`src/sv/ole_pkg.sv`:
```
// Shared types and constants of the label encoder.
package ole_pkg;

  localparam int WORD_W      = 64;
  localparam int VAL_W       = 63;
  localparam int LEN_W       = 6;
  localparam int CNT_W       = 6;
  localparam int INDEX_W     = 5;
  localparam int TOTAL_W     = 24;
  localparam int WBITS_W     = 7;
  localparam int QUEUE_DEPTH = 4;
  localparam int QPTR_W      = $clog2(QUEUE_DEPTH);
  localparam int QCNT_W      = $clog2(QUEUE_DEPTH + 1);
  localparam logic [TOTAL_W-1:0] TOTAL_MAX = {TOTAL_W{1'b1}};

  typedef enum logic [1:0] {
    OP_LOAD   = 2'd0,
    OP_ENCODE = 2'd1,
    OP_END    = 2'd2
  } op_t;

  // Command passed from the classifier to the packer.
  typedef struct packed {
    logic              is_end;
    logic [WORD_W-1:0] sum;
    logic [LEN_W-1:0]  len;
  } cmd_t;

endpackage

```
`src/sv/ole_back.sv`:
```
// Back end: packs codes into 64-bit words and holds the result register.
module ole_back (
  input  logic                        clk,
  input  logic                        rst,
  input  logic                        q_valid,
  input  ole_pkg::cmd_t               q_item,
  output logic                        q_pop,
  input  logic                        out_pop,
  output logic                        out_valid,
  output logic [ole_pkg::WORD_W-1:0]  out_word,
  output logic [ole_pkg::WBITS_W-1:0] word_bits,
  output logic                        label_done,
  output logic [ole_pkg::TOTAL_W-1:0] total_bits
);

  logic [ole_pkg::WORD_W-1:0]    accumulator;
  logic [ole_pkg::LEN_W-1:0]     fill_count;
  logic [ole_pkg::TOTAL_W-1:0]   bit_total;

  logic [ole_pkg::WORD_W-1:0]    code;
  logic [ole_pkg::WBITS_W-1:0]   fill_sum;
  logic [ole_pkg::WBITS_W-1:0]   shamt;
  logic [2*ole_pkg::WORD_W-1:0]  placed;
  logic [2*ole_pkg::WORD_W-1:0]  merged;
  logic [ole_pkg::TOTAL_W:0]     total_sum;
  logic [ole_pkg::TOTAL_W-1:0]   bit_total_next;

  assign q_pop = q_valid && (!out_valid || out_pop);

  // Place the code so its top bit lands just below the filled bits.
  always_comb begin
    code     = q_item.sum & ~({ole_pkg::WORD_W{1'b1}} << q_item.len);
    fill_sum = ole_pkg::WBITS_W'(fill_count) + ole_pkg::WBITS_W'(q_item.len);
    shamt    = ole_pkg::WBITS_W'(0) - fill_sum;
    placed   = {{ole_pkg::WORD_W{1'b0}}, code} << shamt;
    merged   = {accumulator, {ole_pkg::WORD_W{1'b0}}} | placed;
    total_sum = (ole_pkg::TOTAL_W + 1)'(bit_total) + (ole_pkg::TOTAL_W + 1)'(q_item.len);
    bit_total_next = total_sum[ole_pkg::TOTAL_W] ? ole_pkg::TOTAL_MAX
                                                 : total_sum[ole_pkg::TOTAL_W-1:0];
  end

  always_ff @(posedge clk) begin
    if (rst) begin
      out_valid   <= 1'b0;
      accumulator <= '0;
      fill_count  <= '0;
      bit_total   <= '0;
    end else begin
      if (out_pop) begin
        out_valid <= 1'b0;
      end
      if (q_pop) begin
        if (q_item.is_end) begin
          out_valid   <= 1'b1;
          out_word    <= accumulator;
          word_bits   <= ole_pkg::WBITS_W'(fill_count);
          label_done  <= 1'b1;
          total_bits  <= bit_total;
          accumulator <= '0;
          fill_count  <= '0;
          bit_total   <= '0;
        end else begin
          bit_total  <= bit_total_next;
          fill_count <= fill_sum[ole_pkg::LEN_W-1:0];
          if (fill_sum[ole_pkg::LEN_W]) begin
            out_valid   <= 1'b1;
            out_word    <= merged[2*ole_pkg::WORD_W-1:ole_pkg::WORD_W];
            word_bits   <= ole_pkg::WBITS_W'(ole_pkg::WORD_W);
            label_done  <= 1'b0;
            total_bits  <= '0;
            accumulator <= merged[ole_pkg::WORD_W-1:0];
          end else begin
            accumulator <= merged[2*ole_pkg::WORD_W-1:ole_pkg::WORD_W];
          end
        end
      end
    end
  end

endmodule

```
`config.mk`:
```
export PLATFORM = sky130hd
export DESIGN_NAME = ole_back
export DESIGN_NICKNAME = d
export VERILOG_FILES = /design/src/sv/ole_pkg.sv /design/src/sv/ole_back.sv
export SDC_FILE = /design/constraint.sdc
export NUM_CORES = 1
export LEC_CHECK = 0
export BUFFER_PORTS_ARGS = -buffer_cell sky130_fd_sc_hd__buf_2
export CORE_MARGIN = 2
export CORE_UTILIZATION = 40
export DETAILED_ROUTE_END_ITERATION = 10
export PLACE_DENSITY_LB_ADDON = 0.12
export SLEW_MARGIN = 25
export SYNTH_ARGS = -nofsm -noshare
export SYNTH_HDL_FRONTEND = slang
export SYNTH_SLANG_ARGS = --single-unit
```
`constraint.sdc`:
```
create_clock -name clk -period 20.5 [get_ports clk]
set_input_delay 1.025 -clock clk [delete_from_list [all_inputs] [get_ports clk]]
set_output_delay 1.025 -clock clk [all_outputs]
set_load 0.01 [all_outputs]
```
==> metrics.txt <==
status complete, no violations; hold path startpoint accumulator[21]; drt pass-1 iters 6; CP startpoint kind input port; area delta synth->final 11.6%; max_slew headroom 0.230; die area 38300 um^2; kind of critical path in2reg; maximum root-to-sink buffer count 2; delay-heaviest family, CP buffers and inverters; reg2reg end out_word[54]; NumNets Final between 1500 and 2000; post-layout util 0.450; CTS tree yes; WP depth 13; share of the synthesized area in the top cell type 0.196; vias in the first global route 14516; Post-Syn Instances 1715; largest net degree at the start of global routing 64; Avg Inst Size Synth 8.57 um^2; first-pass GRT wire length a little over 90000 um; Starting Density 0.403; die height between 150 and 200 um; Pwr Density 90.1 nW/um^2; Post-CTS Setup Bufs 0; Max Slew Vio Count 0; Ports about 170; # resized after CTS 0; Hold Crit Class reg2reg; worst-path fanout max just over 60; clock transition at the registers of the reported paths approximately 70 ps; most used cell, CP buf_4; Synth area leader edfxtp_1; Synth Flop Type edfxtp_1; PortBufs 171; CP Buf/Inv Count 5; Pleak between 6 and 7 nW; estimated wirelength of the detail-placed design roughly 46000 um; Detail Route Antenna Nets 0; reg2reg path depth 11; total grt overflow 0; Setup Skew ~20 ps; Core Area about 36000 um^2; via count around 16000; Crit-path slowest cell a222oi_1; CTS sink cnt approximately 190; # H-tree levels 4; GP Congestion about 1; Crit path required time about 21000 ps; hold path cells 2; CP Launch Point q_item[0]; Hold Path Sink accumulator[21]; Tightest Pin Transition around 1200 ps; R2R Setup Slk 14370 ps; f_max between 0.1 and 0.15 GHz; Cell Area, Synth ~15000 um^2; r2r startpoint fill_count[0]; Area contributors post-synth edfxtp_1 20%, dfxtp_1 13%, mux2i_1 5.8%, a21oi_1 4.1%, o21ai_0 3.9%; Synth cell types between 90 and 100; Die W about 200 um; Clock Latency Late Sink around 460 ps; Worst path max stage delay about 1100 ps; FF+latch count, synth between 150 and 200; Ys Warns 0; Total GRT Usage 0.322; CTS buffer count 17; Arrival @ worst endpoint between 6000 and 7000 ps; hold_ws approximately 450 ps; final hold violations 0; Vias/cell ~6.9; sequential fraction of the synthesis area 0.325; share of cells above drive strength 1 0.181; CP Capture Type flip-flop; # rows 70; final setup fails 0; drt initial violations 2270; Tmin final 6800 ps; RSZ-0062 raised after global routing false; WL/cell about 27 um; asr flop ratio synth 0; drt drc 0; max cap viols 0; CP Cell Sequence buf_2 > buf_4 > ha_4 > clkinv_1 > ha_2 > buf_4 > inv_2 > nand2_1 > o32ai_1 > a31oi_1 > a222oi_1 > mux2i_1 > a221o_1; # hold bufs at CTS 0; antenna violations before repair 0; Diodes inserted 0; Mapped Nets 1805; final setup TNS 0 ps; Tcrit/Tclk final 0.332; VDD IR max ~0.058 mV; EDFF count, synth 96; Post-Route WL around 63000 um; clk root buf clkbuf_16
==> synth_stat cells (11+ instances only) <==
cell type and count:
a2111oi_0 11, a211oi_1 22, a21o_1 21, a21oi_1 120, a221o_1 18, a221oi_1 33, a22o_1 18, a22oi_1 45
a2bb2oi_1 16, a31oi_1 26, and2_1 38, and3_1 14, buf_2 55, clkbuf_1 69, dfxtp_1 95, edfxtp_1 96
ha_1 13, inv_1 35, mux2_2 24, mux2i_1 85, nand2_1 142, nand2b_1 14, nand3_1 50, nand4_1 13
nor2_1 120, nor3_1 47, nor4_1 14, o2111ai_1 11, o211a_1 12, o211ai_1 25, o21ai_0 116, o221ai_1 26
o22ai_1 25, o31ai_1 12
==> per-layer routing <==
layer  GRT usage  routed length, um
met1       0.423              25300
met2       0.515              28200
met3      0.0634               6000
met4       0.141               3040
met5           0                  0
==> cell usage in the layout (no fill, tap or decap), types with 26 or more instances in the layout <==
cell type | synthesis | layout
buf_4 | 5 | 36
a22oi_1 | 45 | 45
and2_1 | 38 | 38
dfxtp_1 | 95 | 95
mux2i_1 | 85 | 85
buf_2 | 55 | 171
a221oi_1 | 33 | 33
inv_1 | 35 | 35
nand2_1 | 142 | 142
nor3_1 | 47 | 45
o221ai_1 | 26 | 26
nand3_1 | 50 | 50
o21ai_0 | 116 | 116
nor2_1 | 120 | 112
edfxtp_1 | 96 | 96
a21oi_1 | 120 | 119
==> sequential cells by signal (all words and copies together), names as in the netlist <==
name	count
accumulator	64
bit_total	24
fill_count	6
label_done	1
out_valid	1
out_word	64
total_bits	24
word_bits	7
==> where the power goes <==
part	internal [mW]	switching, mW
registers	0.437	0.0139
logic	0.215	0.482
clock network	0.171	0.159
==> how the worst max path moves through the flow <==
stage                     slack (ps)      endpoint
final                          13700  out_word[54]
after global routing           13360  out_word[54]
after CTS                      13940  out_word[54]
after detailed placement       13480  out_word[54]
after global placement         13470  out_word[54]
after floorplan                13260    label_done
==> metrics by stage <==
step,cell area [um^2],setup slack (ps),power [mW],cells
after floorplan,14700,13260,0.899,1715
after global placement,15800,13470,1.12,2247
after detailed placement,15800,13480,1.12,2247
after CTS,16400,13940,1.45,2279
after global routing,16400,13360,1.53,2279
final,16400,13700,1.48,2279
==> logic make-up after synthesis <==
family                     after synthesis  share of synthesized area
AOI/OAI and AO/OA                      693                      0.339
and+or+nand+nor                        508                      0.169
DFF                                    191                      0.325
buffers and inverters                  180                     0.0540
muxes                                  118                     0.0901
adders and majority gates               15                     0.0138
xor gates and xnor gates                10                    0.00851
==> worst min-delay path: cells and delay by family, from the launching register on <==
family / cells / cell delay (ps)
flip-flops: 1 / 320
AND/OR/NAND/NOR: 2 / 100
==> layout make-up <==
cell class | count | area (um^2)
sequential | 191 | 4780
clock inverter | 12 | 128
multi-input combinational | 1344 | 9210
tap | 468 | 586
inverter | 37 | 139
fill | 3647 | 20000
timing repair buffer | 207 | 1130
clock buffer | 20 | 437
Note: power is estimated with default switching activity, not from simulation.
