$ cat src/sv/ole_pkg.sv
// Shared types and constants of the label encoder.
package ole_pkg;

  localparam int WORD_W      = 64;
  localparam int VAL_W       = 63;
  localparam int LEN_W       = 6;
  localparam int CNT_W       = 6;
  localparam int INDEX_W     = 5;
  localparam int TOTAL_W     = 24;
  localparam int WBITS_W     = 7;
  localparam int QUEUE_DEPTH = 4;
  localparam int QPTR_W      = $clog2(QUEUE_DEPTH);
  localparam int QCNT_W      = $clog2(QUEUE_DEPTH + 1);
  localparam logic [TOTAL_W-1:0] TOTAL_MAX = {TOTAL_W{1'b1}};

  typedef enum logic [1:0] {
    OP_LOAD   = 2'd0,
    OP_ENCODE = 2'd1,
    OP_END    = 2'd2
  } op_t;

  // Command passed from the classifier to the packer.
  typedef struct packed {
    logic              is_end;
    logic [WORD_W-1:0] sum;
    logic [LEN_W-1:0]  len;
  } cmd_t;

endpackage

$ cat src/sv/ole_queue.sv
// Short command queue between the classifier and the packer.
module ole_queue (
  input  logic                       clk,
  input  logic                       rst,
  input  logic                       push,
  input  ole_pkg::cmd_t              item_in,
  input  logic                       pop,
  output ole_pkg::cmd_t              item_out,
  output logic                       valid,
  output logic [ole_pkg::QCNT_W-1:0] count
);

  ole_pkg::cmd_t              slots [ole_pkg::QUEUE_DEPTH];
  logic [ole_pkg::QPTR_W-1:0] wptr;
  logic [ole_pkg::QPTR_W-1:0] rptr;
  logic                       do_push;
  logic                       do_pop;

  assign valid    = count != '0;
  assign item_out = slots[rptr];
  assign do_pop   = pop && valid;
  assign do_push  = push && (count != ole_pkg::QCNT_W'(ole_pkg::QUEUE_DEPTH));

  always_ff @(posedge clk) begin
    if (rst) begin
      wptr  <= '0;
      rptr  <= '0;
      count <= '0;
    end else begin
      if (do_push) begin
        wptr <= wptr + 1'b1;
      end
      if (do_pop) begin
        rptr <= rptr + 1'b1;
      end
      count <= count + ole_pkg::QCNT_W'(do_push) - ole_pkg::QCNT_W'(do_pop);
    end
    if (do_push) begin
      slots[wptr] <= item_in;
    end
  end

endmodule

$ cat config.mk
export PLATFORM = sky130hd
export DESIGN_NAME = ole_queue
export DESIGN_NICKNAME = d
export VERILOG_FILES = /design/src/sv/ole_pkg.sv /design/src/sv/ole_queue.sv
export SDC_FILE = /design/constraint.sdc
export NUM_CORES = 1
export LEC_CHECK = 0
export ABC_AREA = 1
export BUFFER_PORTS_ARGS = -buffer_cell sky130_fd_sc_hd__buf_4
export CAP_MARGIN = 25
export CORE_MARGIN = 2
export CORE_UTILIZATION = 50
export CTS_CLUSTER_SIZE = 8
export DETAILED_ROUTE_END_ITERATION = 10
export HOLD_SLACK_MARGIN = 0.15
export PLACE_DENSITY_LB_ADDON = 0.3
export SYNTH_ARGS = -nofsm -noshare
export SYNTH_HDL_FRONTEND = slang
export SYNTH_SLANG_ARGS = --single-unit
$ cat constraint.sdc
create_clock -name clk -period 5.6 [get_ports clk]
set_input_delay 1.12 -clock clk [delete_from_list [all_inputs] [get_ports clk]]
set_output_delay 1.12 -clock clk [all_outputs]
set_load 0.1 [all_outputs]
==> results of run 1 <==
[sequential cells by signal, indices dropped and copies added, names as in the netlist, named ones only]
name / count
slots: 284
count: 3
rptr: 2
wptr: 2
[cell type report]
| cell class | count | share of cell area |
|---|---|---|
| well taps | 280 | 0.0258 |
| clock buffers | 61 | 0.0875 |
| multi-input cells | 397 | 0.145 |
| inverters | 15 | 0.00452 |
| repair buffers | 161 | 0.0943 |
| clock inverters | 1 | 0.000369 |
| flip-flops and latches | 293 | 0.643 |
[kinds of logic (layout without fill, tap and decap cells)]
kind of cell | Yosys count | after routing
fa+ha+maj | 7 | 7
simple gates | 171 | 171
buf+inv | 61 | 238
compound gates | 219 | 219
flops | 293 | 293
[per-layer routing]
layer | wire length (µm) | vias to the layer above | part of all wire
met5 | 0 | - | 0
met2 | 11200 | 289 | 0.48
met4 | 557 | 0 | 0.024
li1 | - | 3133 | -
met1 | 9830 | 3281 | 0.42
met3 | 1830 | 46 | 0.078
[power by group]
part           switching [mW]  leakage, nW  total [mW]  internal, mW
combinational            2.59         1.55        3.17         0.586
sequential              0.102         2.68        2.78          2.68
clock                   0.825        0.577        2.26          1.44
total                    3.51         4.80        8.22          4.71
[layout by cell type (no fill, tap or decap), drive strengths merged]
master and count:
nand3 4, inv 15, clkbuf 61, nand2 11, a21oi 5, fa 1, clkinv 1, o22ai 71
nor2 155, ha 6, dfxtp 9, o21ai 142, or2 1, edfxtp 284, buf 161, a21boi 1
[metrics by stage]
step / utilization / worst slack [ns]
after floorplan: - / 0.619
after global placement: 0.567 / 2.08
after detailed placement: 0.569 / 2.08
after CTS: 0.624 / 1.53
after global routing: 0.625 / 1.33
final: 0.625 / 1.55
[worst max path at each step]
stage	startpoint	endpoint	cells past startpoint
2_1_floorplan	count[1]	slots[0][0]	4
3_3_place_gp	flop	item_out[48]	4
3_5_place_dp	flop	item_out[48]	4
4_1_cts	flop	item_out[48]	4
5_1_grt	flop	item_out[48]	4
6_report	flop	item_out[48]	4
[tightest hold or removal path: stages, from the launching register on]
cell and delay (ns):
dfxtp_1 0.32, a21oi_1 0.06, nor2_1 0.11
==> run metrics, run 1 <==
Startpoint Class flop; number of buffers added on ports 149; Syn-to-layout area delta 23.2%; #FFs+latches synth 293; Initial Util 0.507; Final Critical Period 4.05 ns; wire per inst 19.4 µm; GRT Util Overall 0.197; CTS max path bufs 3; DRC 0; syn_area_per_cell 14.7 µm²; critical path cell sequence buf_4, o21ai_0, o22ai_1, buf_4; Synth Area in Adders 0.00864; Iter 0 DRT Violations 509; Compound-Gate Fraction of Synth Area 0.108; clk_skew 0.0144 ns; multi-input logic area 1960 µm²; final setup violation count 0; r2r setup slk 2.97 ns; Crit path arrival time 2.93 ns; worst-path fanout max 81; Synth top area share 0.775; CTS tree done; multiplexer share of the synthesized area 0; first-pass GRT wire length 36,300 µm; H-tree Lvls 2; Hold Startpoint rptr[0]; DP Cell Count 1,145; register area 8710 µm²; met2 Resource Use GR 0.315; Clock Pin Slew Worst Setup and Hold Paths 0.05 ns; Placer Congestion 0.728; r2r worst-path depth 11; final hold vios 0; Mapped Cells 751; leakage 4.80 nW; post-synthesis sequential area ratio 0.791; main combinational cell family by area after synthesis compound AO/OA/AOI/OAI gates; largest net degree at the start of global routing 143; Endpoint, Worst Hold rptr[0]; met1 Track Usage GR 0.270; r2r startpoint count[1]; # IOs 150; asr flop ratio synth 0; grt ovf 0; count leader, synth edfxtp_1; later-pin clock latency in the skew report 0.51 ns; Crit path required time 4.48 ns; DP Wirelength 12,500 µm; dominant synthesized flop cell edfxtp_1; post_cts resized 0; # fillers 1,591; simple-gate share of the synthesized area 0.0590; Final Instance Area 13,600 µm²; post-synth cell types 22; Final Total Pwr 8.22 mW; final period utilization 0.723; slew of the pin with the lowest slew margin 1.00 ns; Post-Syn Nets 833; RSZ-0062 raised after global routing no; clock root buffer clkbuf_16; initial antenna violation count 0; overall via count from detail_route 6,749; Crit path buffers/inverters 2; chip width 152 µm; area leader, netlist edfxtp_1; status complete, no violations; most common library cells after synthesis 284 x edfxtp_1, 155 x nor2_1, 127 x o21ai_0; Reg-to-Reg End count[2]; Slew HR 0.332; Slew Limit Fails 0; Top Family by Delay on Critical Path buffers and inverters; IR drop worst, VDD 588 µV; pwr dens 606 nW/µm²; setup TNS 0 ns; yosys synthesis warning count 0; Setup crit end kind primary output; Post-synth EDFFs 284; Critical-path top delay cell dfxtp_4; crit-path max cell delay 0.79 ns; worst hold stages 2; placed inst area 12,300 µm²; Hold Slack 0.545 ns; met3 usage 0.0461; hold crit path type flop to flop; Finished Layout Cells 1,208; f_max 247 MHz; share of cells above drive strength 1 0.233; synthesized cell area 11,000 µm²; Die ar. 23,200 µm²; clk sinks 293; total wire length 23,400 µm; CP Class flop to primary output; Post-CTS Setup Inserts 0; XOR/XNOR Fraction of Synth Area 0; row cnt 54; n_diodes 0; core area 21,700 µm²; Top Usage Layer GRT met2; Hold Buf Count CTS 0; antenna-violating nets left 0; vias per cell 5.59; TritonCTS buffer count 42; nets@finish 992; die height 152 µm; First-pass DRT Iterations 5; maxcap violations 0; top cells by area, synth edfxtp_1 78%, o21ai_0 5.8%, nor2_1 5.3%; most numerous cell on the critical path buf_4; number of global-route vias before repair 6,803
Note: power is estimated with default switching activity, not from simulation.
==> run 2, diff against run 1 <==
--- a/config.mk
+++ b/config.mk
@@ -5,7 +5,7 @@
 export SDC_FILE = /design/constraint.sdc
 export NUM_CORES = 1
 export LEC_CHECK = 0
-export ABC_AREA = 1
+export ABC_AREA = 0
 export BUFFER_PORTS_ARGS = -buffer_cell sky130_fd_sc_hd__buf_4
 export CAP_MARGIN = 25
 export CORE_MARGIN = 2
==> constraint.sdc (replaced) <==
create_clock -name clk -period 4.2 [get_ports clk]
set_input_delay 0.84 -clock clk [delete_from_list [all_inputs] [get_ports clk]]
set_output_delay 0.84 -clock clk [all_outputs]
set_load 0.1 [all_outputs]
==> run 2 against run 1 <==
Sequential share of layout area up 0.61 points. Die area shrank 1.9%. Critical path depth fell by 1. Critical path type unchanged. Critical endpoint is now item_out[2].
==> run metrics, run 2 <==
# IOs 150 (unchanged); vias per cell 5.50 (-1.5%); nets@finish 684 (-31%); most frequent cells in the layout 284 x edfxtp_1, 150 x buf_4, 70 x mux4_2; largest net degree at the start of global routing 47 (-67%); final hold vios 0 (unchanged); chip width 151 µm (-0.96%); antenna-violating nets left 0 (unchanged); Post-synth EDFFs 284 (unchanged); grt ovf 0 (unchanged); yosys synthesis warning count 0 (unchanged); CP Class flop to primary output; post_cts resized 0 (unchanged); TritonCTS buffer count 42 (unchanged); wire per inst 21.5 µm (+11%); later-pin clock latency in the skew report 0.50 ns (about the same); main combinational cell family by area after synthesis multiplexers; count leader, synth edfxtp_1; Slew HR 0.614 (+0.282); top flop regs slots: 284 flops, count: 3 flops; DP Wirelength 11,200 µm (-9.8%); # fillers 1,433 (-9.9%); n_diodes 0 (unchanged); Mapped Cells 419 (-44%); Compound-Gate Fraction of Synth Area 0.00267 (-0.105); Placer Congestion 0.687 (-5.7%); Synth Area in Adders 0.00882 (+0.000173); First-pass DRT Iterations 6 (+1); Post-CTS Setup Inserts 0 (unchanged); Final Util 0.637 (+0.0120); Final Critical Period 3.29 ns; post-synth cell types 25 (+14%); simple-gate share of the synthesized area 0.00847 (-0.0505); final setup violation count 0 (unchanged); Clock Pin Slew Worst Setup and Hold Paths 0.05 ns (about the same); GRT Util Overall 0.173 (-0.0235); row cnt 53 (-1.9%); Hold Slack 0.534 ns (-0.0116 ns); final period utilization 0.782; overall via count from detail_route 4,919 (-27%); initial antenna violation count 0 (unchanged); number of buffers added on ports 149 (unchanged); CTS tree done; Post-Syn Nets 501 (-40%); DRC 0 (unchanged); slew of the pin with the lowest slew margin 0.578 ns (-0.423 ns); worst-path fanout max 22 (-73%); share of cells above drive strength 1 0.452 (+0.220); area leader, netlist edfxtp_1; f_max 304 MHz; top cells by area, synth edfxtp_1 79%, mux4_2 15%, dfxtp_1 1.7%; post-synthesis sequential area ratio 0.807 (+0.0159); Syn-to-layout area delta 24.5%; number of global-route vias before repair 5,317 (-22%); Synth top area share 0.791 (+0.0156); XOR/XNOR Fraction of Synth Area 0.00244 (+0.00244); most flop-heavy register slots; clock root buffer clkbuf_16; die height 151 µm (-0.96%); commonest non-fill, non-tap cell in the layout edfxtp_1; maxcap violations 0 (unchanged); Finished Layout Cells 894 (-26%); Slew Limit Fails 0 (unchanged); Crit path arrival time 2.45 ns (-0.48 ns); clk_skew 0.0108 ns (-0.00355 ns); syn_area_per_cell 25.7 µm² (+76%); CTS max path bufs 3 (unchanged); max FFs per register 284 (unchanged); clk sinks 293 (unchanged); Hold Buf Count CTS 0 (unchanged); Setup crit end kind primary output; setup TNS 0 ns (unchanged); multiplexer share of the synthesized area 0.151 (+0.151); #FFs+latches synth 293 (unchanged); Crit path required time 3.36 ns (-1.12 ns); first-pass GRT wire length 29,300 µm (-19%); hold crit path type input pin to flop; total wire length 19,200 µm (-18%); Die ar. 22,800 µm² (-1.9%); synthesized cell area 10,800 µm² (-2.0%); Startpoint Class flop; Iter 0 DRT Violations 264 (-48%); asr flop ratio synth 0 (unchanged); Initial Util 0.512 (+0.00418); H-tree Lvls 2 (unchanged); most common library cells after synthesis 284 x edfxtp_1, 70 x mux4_2, 9 x dfxtp_1; DP Cell Count 833 (-27%); RSZ-0062 raised after global routing no; status complete, no violations; core area 21,100 µm² (-2.8%); dominant synthesized flop cell edfxtp_1
-- run 2: cell families (layout without fill, tap and decap cells) --
logic type / count (synthesis) / after routing
and+or+nand+nor: 18 / 18
xor gates and xnor gates: 3 / 3
AOI/OAI and AO/OA: 3 / 3
buffers and inverters: 22 / 222
DFF: 293 / 293
adders and majority gates: 7 / 7
muxes: 73 / 73
-- run 2: worst paths after layout --
path	to	from	slack, ns	depth (start not counted)
max	item_out[2]	flop	0.91	3
min	slots[0][60]	item_in[60]	0.53	1
min reg2reg	wptr[1]	wptr[1]	0.54	2
max reg2reg	count[2]	count[1]	1.70	11
-- run 2: layer usage --
metal / share of wire / routed length (µm) / up-vias / GRT usage
met5: 0 / 0 / - / 0
met4: 0.019 / 367 / 0 / 0.0523
met3: 0.077 / 1470 / 33 / 0.0491
met2: 0.51 / 9750 / 184 / 0.287
met1: 0.40 / 7650 / 2553 / 0.227
li1: - / - / 2149 / -
-- run 2: final cells by class --
type / instances / area, µm² / area share
well taps: 275 / 344 / 0.0256
inverters: 5 / 18.8 / 0.00140
repair buffers: 156 / 1280 / 0.0956
multi-input cells: 104 / 1880 / 0.140
flip-flops and latches: 293 / 8720 / 0.649
clock buffers: 61 / 1200 / 0.0890
-- run 2: critical path, stage by stage (launching register included) --
cell     delay (ns)
dfxtp_4        0.64
buf_4          0.46
mux4_2         0.57
buf_4          0.25
-- run 2: per-stage QoR --
step / cell area, µm² / setup slack, ns
5_1_grt: 13400 / 0.739
3_5_place_dp: 12200 / 1.33
6_report: 13400 / 0.914
4_1_cts: 13400 / 0.819
3_3_place_gp: 12100 / 1.38
2_1_floorplan: 10800 / 0.569
Power of run 2 is left out: the tool's default activity adds up to more than one toggle a clock period on the data nets, which glitch-free logic cannot reach.
==> run 3, diff against run 2 <==
==> constraint.sdc (replaced) <==
create_clock -name clk -period 3.35 [get_ports clk]
set_input_delay 0.67 -clock clk [delete_from_list [all_inputs] [get_ports clk]]
set_output_delay 0.67 -clock clk [all_outputs]
set_load 0.1 [all_outputs]
==> run 3 against run 2 <==
Clock skew rose by 0.0023 ns. Cell count grew 1.1%. Critical path depth is the same. Utilization about the same. Sequential share of layout area is essentially flat. Worst hold slack lost 0.18 ns. Via count fell by 0.96%. Count of clock-buffer cells in the layout up 8. Sequential cell count did not move. Register-to-register slack got worse by 0.83 ns. First-iteration DRC count grew 48%. Highest routed layer unchanged.
==> run metrics, run 3 (synthesis results as in run 2) <==
largest net degree at the start of global routing 41 (-13%); Post-CTS Setup Inserts 0 (unchanged); DP Cell Count 834 (+0.12%); commonest non-fill, non-tap cell in the layout edfxtp_1; slew of the pin with the lowest slew margin 0.594 ns (+0.0152 ns); crit-path max cell delay 0.64 ns (about the same); final hold vios 0 (unchanged); Slew HR 0.604 (-0.0102); number of global-route vias before repair 5,287 (-0.56%); Hold Startpoint item_in[59]; Finished Layout Cells 904 (+1.1%); CTS tree done; post_cts resized 0 (unchanged); top flop regs slots: 284 flops, count: 3 flops; multi-input logic area 1880 µm² (unchanged); initial antenna violation count 0 (unchanged); Iter 0 DRT Violations 392 (+48%); first-pass GRT wire length 29,500 µm (+0.68%); Syn-to-layout area delta 24.6% (about the same); n_diodes 0 (unchanged); First-pass DRT Iterations 4 (-2); Hold Buf Count CTS 0 (unchanged); GRT Util Overall 0.175 (+0.00200); nets@finish 685 (+0.15%); Die ar. 22,800 µm² (unchanged); CTS max path bufs 3 (unchanged); final period utilization 0.905; later-pin clock latency in the skew report 0.51 ns (about the same); total wire length 19,400 µm (+1.1%); wire per inst 21.5 µm (about the same); H-tree Lvls 2 (unchanged); maxcap violations 0 (unchanged); final setup violation count 0 (unchanged); setup TNS 0 ns (unchanged); number of buffers added on ports 149 (unchanged); RSZ-0062 raised after global routing no; Critical-path top delay cell dfxtp_4; Top Family by Delay on Critical Path flip-flops; DP Wirelength 11,400 µm (+1.8%); CP Class flop to primary output; Initial Util 0.512 (unchanged); Startpoint Class flop; chip width 151 µm (unchanged); Crit path buffers/inverters 2 (unchanged); register area 8720 µm² (unchanged); die height 151 µm (unchanged); Clock Pin Slew Worst Setup and Hold Paths 0.05 ns (about the same); clock root buffer clkbuf_16; f_max 330 MHz; core area 21,100 µm² (unchanged); Crit path required time 2.68 ns (-0.68 ns); critical path cell sequence buf_12, mux4_1, buf_4; Final Critical Period 3.03 ns; Placer Congestion 0.718 (+4.6%); Setup crit end kind primary output; most frequent cells in the layout 284 x edfxtp_1, 150 x buf_4, 70 x mux4_2; # fillers 1,409 (-1.7%); clk_skew 0.0132 ns (+0.00234 ns); share of cells above drive strength 1 0.447 (-0.00560); row cnt 53 (unchanged); max FFs per register 284 (unchanged); antenna-violating nets left 0 (unchanged); most flop-heavy register slots; DRC 0 (unchanged); overall via count from detail_route 4,872 (-0.96%); Slew Limit Fails 0 (unchanged); vias per cell 5.39 (-2.1%); grt ovf 0 (unchanged); worst-path fanout max 25 (+14%); hold crit path type input pin to flop; status complete, no violations; clk sinks 293 (unchanged); TritonCTS buffer count 42 (unchanged); r2r startpoint count[1]; # IOs 150 (unchanged); Crit path arrival time 2.36 ns (-0.09 ns)
==> run 3: final timing paths <==
check	cells after the start	slack (ns)	endpoint
worst min register to register	2	0.54	rptr[1]
worst min-delay path	1	0.36	slots[0][59]
worst max register to register	11	0.87	count[2]
worst max-delay path	3	0.32	item_out[67]
==> run 3: layout make-up <==
| cell class | count | share of cell area |
|---|---|---|
| well taps | 275 | 0.0256 |
| inverters | 5 | 0.00140 |
| clock inverters | 1 | 0.000372 |
| multi-input cells | 104 | 0.140 |
| flip-flops and latches | 293 | 0.648 |
| repair buffers | 157 | 0.0942 |
| clock buffers | 69 | 0.0905 |
==> run 3: per-layer routing <==
metal	GRT usage	wire, µm	up-vias
met5	0	0	-
met4	0.0598	389	0
met3	0.0509	1220	31
met2	0.281	9710	143
met1	0.235	8120	2544
li1	-	-	2154
==> run 3: per-stage QoR <==
stage | hold slack [ns] | setup WS (ns) | cell area, µm² | utilization
after detailed placement | 0.535 | 0.715 | 12200 | 0.580
final | 0.359 | 0.319 | 13400 | 0.637
after CTS | 0.332 | 0.236 | 13400 | 0.637
after global routing | 0.337 | 0.170 | 13400 | 0.637
after global placement | 0.491 | 0.816 | 12200 | 0.580
after floorplan | 0.482 | 0.396 | 10800 | -
==> run 3: worst register-to-register path: stages, from the launching register on <==
cell and delay, ns:
dfxtp_1 0.50, nor2_1 0.11, a21boi_2 0.32, inv_1 0.09, ha_1 0.29, inv_1 0.06, ha_1 0.13, inv_1 0.05
fa_1 0.40, xor2_1 0.16, and2_1 0.16, nor3_1 0.13
Power of run 3 is left out for the same reason.
